`src/rtl/bsu_pkg.sv`:
```
// bsu_pkg: shared types, register indexes, reset values and the luma function
// of the background subtract block. No dependencies.
package bsu_pkg;

  localparam int INDEX_W = 18;
  localparam int PIX_W   = 8;
  localparam int ALPHA_W = 9;
  localparam int WORD_W  = 3 * PIX_W;
  localparam int CFG_IDX_W  = 3;
  localparam int CFG_DATA_W = 9;

  // Request actions
  localparam logic ACT_LOAD     = 1'b0;
  localparam logic ACT_SUBTRACT = 1'b1;

  // Register indexes on the configuration port
  localparam logic [CFG_IDX_W-1:0] REG_DIFF_THRESHOLD   = 3'd0;
  localparam logic [CFG_IDX_W-1:0] REG_ALPHA_Q8         = 3'd1;
  localparam logic [CFG_IDX_W-1:0] REG_SELECTIVE_UPDATE = 3'd2;
  localparam logic [CFG_IDX_W-1:0] REG_GHOST_LIMIT      = 3'd3;
  localparam logic [CFG_IDX_W-1:0] REG_COLOR_MODE       = 3'd4;

  localparam logic [PIX_W-1:0]   RST_DIFF_THRESHOLD = 8'd30;
  localparam logic [ALPHA_W-1:0] RST_ALPHA_Q8       = 9'd13;
  localparam logic [ALPHA_W-1:0] ALPHA_ONE          = 9'd256;
  localparam logic [PIX_W-1:0]   RST_GHOST_LIMIT    = 8'd50;
  localparam logic [PIX_W-1:0]   PIX_MAX            = 8'd255;

  // BT.601 weights, Q0.14
  localparam logic [13:0] LUMA_WB = 14'd1868;
  localparam logic [13:0] LUMA_WG = 14'd9617;
  localparam logic [13:0] LUMA_WR = 14'd4899;
  localparam logic [21:0] LUMA_RND = 22'd8192;

  typedef struct packed {
    logic [PIX_W-1:0]   diff_threshold;
    logic [ALPHA_W-1:0] alpha;          // already clamped to 256
    logic               selective;
    logic [PIX_W-1:0]   ghost_limit;
    logic               color_mode;
  } cfg_t;

  typedef struct packed {
    logic             load;
    logic             used;
    logic [PIX_W-1:0] p;
    logic [PIX_W-1:0] b;
    logic [PIX_W-1:0] c;
  } lane_in_t;

  typedef struct packed {
    logic [PIX_W-1:0] bkg;
    logic [PIX_W-1:0] cnt;
    logic [PIX_W-1:0] diff;
    logic             mask;
  } lane_out_t;

  function automatic logic [PIX_W-1:0] luma(input logic [PIX_W-1:0] b,
                                            input logic [PIX_W-1:0] g,
                                            input logic [PIX_W-1:0] r);
    logic [21:0] acc;
    acc = 22'(LUMA_WB * b) + 22'(LUMA_WG * g) + 22'(LUMA_WR * r) + LUMA_RND;
    return acc[21:14];
  endfunction

endpackage

```
`src/rtl/bsu_lane.sv`:
```
// bsu_lane: one color channel. Compare/count/ghost on the read side, then a
// register, then the running-average multiply. Uses bsu_pkg.
module bsu_lane (
  input  logic               clk,
  input  logic               adv,
  input  bsu_pkg::cfg_t      cfg,
  input  bsu_pkg::lane_in_t  lin,
  output bsu_pkg::lane_out_t lout
);

  logic [7:0] d;
  logic       fg;
  logic [7:0] c_inc;
  logic [7:0] c_new;
  logic [7:0] b_base;

  // registered half
  logic       load;
  logic       used;
  logic       sel;
  logic       fg_q;
  logic [7:0] p_q;
  logic [7:0] b_q;
  logic [7:0] c_q;
  logic [7:0] d_q;

  logic signed [9:0]  delta;
  logic signed [18:0] prod;
  logic signed [18:0] acc;
  logic [7:0]         avg;

  always_comb begin
    d      = (lin.p > lin.b) ? (lin.p - lin.b) : (lin.b - lin.p);
    fg     = d > cfg.diff_threshold;
    c_inc  = fg ? ((lin.c == bsu_pkg::PIX_MAX) ? bsu_pkg::PIX_MAX : lin.c + 8'd1) : 8'd0;
    c_new  = lin.c;
    b_base = lin.b;
    if (lin.load) begin
      c_new = 8'd0;
    end else if (lin.used && cfg.selective) begin
      c_new = c_inc;
      if (c_inc > cfg.ghost_limit) begin
        b_base = lin.p;   // ghost: take the pixel as background
      end
    end
  end

  always_ff @(posedge clk) begin
    if (adv) begin
      load <= lin.load;
      used <= lin.used;
      sel  <= cfg.selective;
      fg_q <= fg;
      p_q  <= lin.p;
      b_q  <= b_base;
      c_q  <= c_new;
      d_q  <= d;
    end
  end

  // avg = (256*b + a*(p-b) + 128) >> 8, never negative, never above 255
  always_comb begin
    delta = $signed({2'b00, p_q}) - $signed({2'b00, b_q});
    prod  = 19'($signed({1'b0, cfg.alpha}) * delta);
    acc   = $signed({3'b000, b_q, 8'h80}) + prod;
    avg   = acc[15:8];
  end

  always_comb begin
    lout.bkg  = b_q;
    lout.cnt  = c_q;
    lout.diff = 8'd0;
    lout.mask = 1'b0;
    if (load) begin
      lout.bkg = p_q;
    end else if (used) begin
      lout.diff = d_q;
      lout.mask = fg_q;
      lout.bkg  = (sel && fg_q) ? b_q : avg;
    end
  end

endmodule

```
`config.mk`:
```
export PLATFORM = sky130hd
export DESIGN_NAME = bsu_lane
export DESIGN_NICKNAME = d
export VERILOG_FILES = /design/src/rtl/bsu_pkg.sv /design/src/rtl/bsu_lane.sv
export SDC_FILE = /design/constraint.sdc
export NUM_CORES = 1
export LEC_CHECK = 0
export BUFFER_PORTS_ARGS = -buffer_cell sky130_fd_sc_hd__buf_2
export CAP_MARGIN = 5
export CORE_ASPECT_RATIO = 2
export CORE_MARGIN = 2
export CORE_UTILIZATION = 35
export CTS_CLUSTER_DIAMETER = 100
export DETAILED_ROUTE_END_ITERATION = 10
export SETUP_SLACK_MARGIN = 0.3
export SKIP_LAST_GASP = 1
export SYNTH_ARGS = -nofsm -noshare
export SYNTH_HDL_FRONTEND = slang
export SYNTH_SLANG_ARGS = --single-unit
```
`constraint.sdc`:
```
create_clock -name clk -period 14.1 [get_ports clk]
set_input_delay 2.82 -clock clk [delete_from_list [all_inputs] [get_ports clk]]
set_output_delay 2.82 -clock clk [all_outputs]
set_load 0.03 [all_outputs]
```
==> tab_implementation.tex <==
\begin{tabular}{lr}
\hline
Metric & Value \\
\hline
\multicolumn{2}{l}{\textbf{Run status}} \\
Result of the run & finished clean \\
\multicolumn{2}{l}{\textbf{Setup path}} \\
Worst setup path class & input pin to output pin \\
CP Launch Type & input pin \\
Bufs and invs on worst path & 3 \\
Type of destination of the critical path & output pin \\
CP max FO & 8 \\
Slowest cell on the critical path & sky130\_fd\_sc\_hd\_\_fa\_1 \\
Crit-path most repeated cell & sky130\_fd\_sc\_hd\_\_fa\_1 \\
Req. time, crit path & about 11000 ps \\
CP Launch Point & cfg[10] \\
Arrival time of the worst setup path & $\sim$8000 ps \\
Slowest stage delay, CP & about 540 ps \\
Crit-path cells & buf\_2, or2\_2, fa\_1, fa\_1, inv\_1, fa\_1, fa\_1, fa\_1, ha\_1, nand3\_1, or4\_4, nand3\_4, a31oi\_4, o21bai\_4, nand2\_2, a2111oi\_4, a211o\_1, buf\_2 \\
Kind of cell with the highest combined delay on the critical path & adder cells \\
\multicolumn{2}{l}{\textbf{CTS}} \\
Quantity of hold-fixing buffers added after cts & 0 \\
Post CTS Setup Buffer Count & 0 \\
Clock Path Buffers & 2 \\
Clock tree root driver cell & sky130\_fd\_sc\_hd\_\_clkbuf\_16 \\
Number of gates resized after cts & 0 \\
Clock slew at reported path FFs & 60 ps \\
TritonCTS clock tree & yes \\
CTS Buf Count & 5 \\
H-tree lvl count & 2 \\
TritonCTS Sinks & 36 \\
\multicolumn{2}{l}{\textbf{Place}} \\
Number of input and output port buffers inserted & between 70 and 80 \\
Gp weighted congestion & around 0.81 \\
DP HPWL & 10400 um \\
\multicolumn{2}{l}{\textbf{Timing}} \\
Maximum achievable frequency & between 90 and 100 MHz \\
RSZ-0062 raised after global routing & no \\
Actual slew at the worst max-slew pin & $\sim$850 ps \\
Total count of hold-check failures in the final report & 0 \\
Final number of max-transition violations & 0 \\
Shortest period the worst path allows & 10850 ps \\
Worst-case headroom to the max-slew limit & 43.2\% \\
Final sum of negative setup slack & 0 ps \\
Ratio of final minimum period to clock period & roughly three quarters \\
Final setup violation count & 0 \\
Hold Worst Slack & around 2700 ps \\
\multicolumn{2}{l}{\textbf{Die}} \\
Floorplan die area & about 0.017 sq mm \\
Initial Util & between 30\% and 40\% \\
Placement Rows & 66 \\
Height of the chip & 185 um \\
Count of boundary I/O pins & 80 \\
Core Area & between 0.015 and 0.02 sq mm \\
Horizontal die dimension & 94.4 um \\
\multicolumn{2}{l}{\textbf{Worst hold path}} \\
Min-Delay Startpoint & cfg[9] \\
Hold worst-path end & sel \\
Hold crit path type & input pin to register \\
Worst hold path cell count & 1 \\
\multicolumn{2}{l}{\textbf{Global routing}} \\
Maximum number of pins on one net before global-route repair & 37 \\
Total grt overflow & 0 \\
Number of antenna violations at the first check in global routing & 0 \\
Wire length of the first global-routing pass & 20900 um \\
Vias in the first global route & about 4400 \\
Total GRT Usage & between 10\% and 20\% \\
\multicolumn{2}{l}{\textbf{Logic synthesis}} \\
Average size of a mapped cell & 9.22 sq um \\
Proportion of synthesized chip area in sequential cells & between 10\% and 20\% \\
Share of async-settable or async-resettable flops after synthesis & 0\% \\
Most instantiated flip-flop cell in the synthesis netlist & sky130\_fd\_sc\_hd\_\_edfxtp\_1 \\
Yosys synthesis warning count & 0 \\
Top cells by count, synth & sky130\_fd\_sc\_hd\_\_inv\_1 (122), sky130\_fd\_sc\_hd\_\_ha\_1 (72), sky130\_fd\_sc\_hd\_\_nand2\_1 (63), sky130\_fd\_sc\_hd\_\_fa\_1 (60), sky130\_fd\_sc\_hd\_\_and2\_1 (37) \\
Leading area contributor after synthesis & sky130\_fd\_sc\_hd\_\_fa\_1 \\
Post-Synthesis Cell Area & approximately 0.0057 sq mm \\
Unique cell type count in the Yosys netlist & between 50 and 60 \\
Post-synthesis instance total & 620 \\
Yosys top cell area share & 21.0\% \\
Syn\_nets & around 810 \\
Total of flip-flops plus latches after synthesis & 36 \\
Count of flip-flops with a built-in enable after synthesis & 36 \\
Cell types with the largest area share after synthesis & sky130\_fd\_sc\_hd\_\_fa\_1 (21\%), sky130\_fd\_sc\_hd\_\_edfxtp\_1 (19\%), sky130\_fd\_sc\_hd\_\_ha\_1 (16\%) \\
Cell with the most instances after synthesis & sky130\_fd\_sc\_hd\_\_inv\_1 \\
\multicolumn{2}{l}{\textbf{Layout}} \\
Post-route core utilization & about two fifths \\
Filler Cells Inserted & $\sim$1600 \\
Area Overhead vs Synth & 13.0\% \\
Fraction of layout instances using a drive strength above 1 & about 15\% \\
Number of nets in the layout & roughly 880 \\
Antenna diode count & 0 \\
\multicolumn{2}{l}{\textbf{Routing}} \\
Number of design rule violations left after detail routing & 0 \\
Number of vias in the routed layout & 4368 \\
Final WL & around 12000 um \\
Pre-antenna DRT Iters & 4 \\
Post-DR vias/cell & 4.85 \\
Count of nets left with antenna violations after detail routing & 0 \\
Average detailed-routed wire length per instance & 13.8 um \\
Starting DRC count in detailed routing & approximately 200 \\
\multicolumn{2}{l}{\textbf{Run}} \\
Max-cap check violation count & 0 \\
\hline
\end{tabular}
-- placed cells by master, fill, tap and decap left out, types with 9 or more instances in the layout --
| cell | n |
|---|---|
| sky130_fd_sc_hd__a21oi_1 | 27 |
| sky130_fd_sc_hd__and2_1 | 37 |
| sky130_fd_sc_hd__buf_2 | 78 |
| sky130_fd_sc_hd__edfxtp_1 | 36 |
| sky130_fd_sc_hd__fa_1 | 60 |
| sky130_fd_sc_hd__ha_1 | 72 |
| sky130_fd_sc_hd__inv_1 | 122 |
| sky130_fd_sc_hd__mux2i_1 | 15 |
| sky130_fd_sc_hd__nand2_1 | 63 |
| sky130_fd_sc_hd__nand2b_1 | 14 |
| sky130_fd_sc_hd__nand3_1 | 11 |
| sky130_fd_sc_hd__nor2_1 | 28 |
| sky130_fd_sc_hd__o21ai_0 | 9 |
| sky130_fd_sc_hd__xnor2_1 | 22 |
-- area by class of cell --
| type | count | area (sq um) | share of cell area, % |
|---|---|---|---|
| Inverter | 122 | 458 | 7.09 |
| Timing Repair Buffer | 78 | 390 | 6.04 |
| Tap cell | 204 | 255 | 3.95 |
| Clock buffer | 5 | 125 | 1.94 |
| Multi-Input combinational cell | 452 | 4130 | 63.9 |
| Clock inverter | 3 | 18.8 | 0.291 |
| Sequential cell | 36 | 1080 | 16.7 |
-- registers in the layout, indices dropped and copies added (netlist names) --
signal  cells
used        1
d_q         8
c_q         8
sel         1
load        1
fg_q        1
b_q         8
p_q         8
-- routing by layer --
metal	vias up	share of wire (%)	GRT usage (%)
li1	2165	-	-
met5	-	0	0
met4	0	1.7	3.42
met2	90	50	26.1
met3	14	3.5	2.00
met1	2099	45	19.8
-- worst max-delay path by stage --
stage,to,slack [ps],depth (start not counted)
after floorplan,lout[21],3550,18
after global placement,lout[24],3270,20
after detailed placement,lout[24],3230,18
after CTS,lout[24],3220,18
after global routing,lout[24],2970,17
final,lout[24],3250,18
-- metrics by stage --
stage,cell area (sq um),instances,worst slack [ps]
6_report,6460,900,3250
5_1_grt,6460,900,2970
4_1_cts,6460,900,3220
3_5_place_dp,6310,892,3230
3_3_place_gp,6310,892,3270
2_1_floorplan,5720,620,3550
-- cells by family (layout without fill, tap and decap cells) --
logic type / Yosys count / count (layout) / synth area share (%)
and+or+nand+nor: 196 / 196 / 18.0
adders and majority gates: 132 / 132 / 36.8
buffers and inverters: 132 / 208 / 8.82
AOI/OAI and AO/OA: 79 / 79 / 10.1
DFF: 36 / 36 / 18.9
xor gates and xnor gates: 26 / 26 / 3.98
muxes: 19 / 19 / 3.41
Power is not shown: default switching activity piles up to over one toggle a cycle in this logic, so the estimate is an artifact.
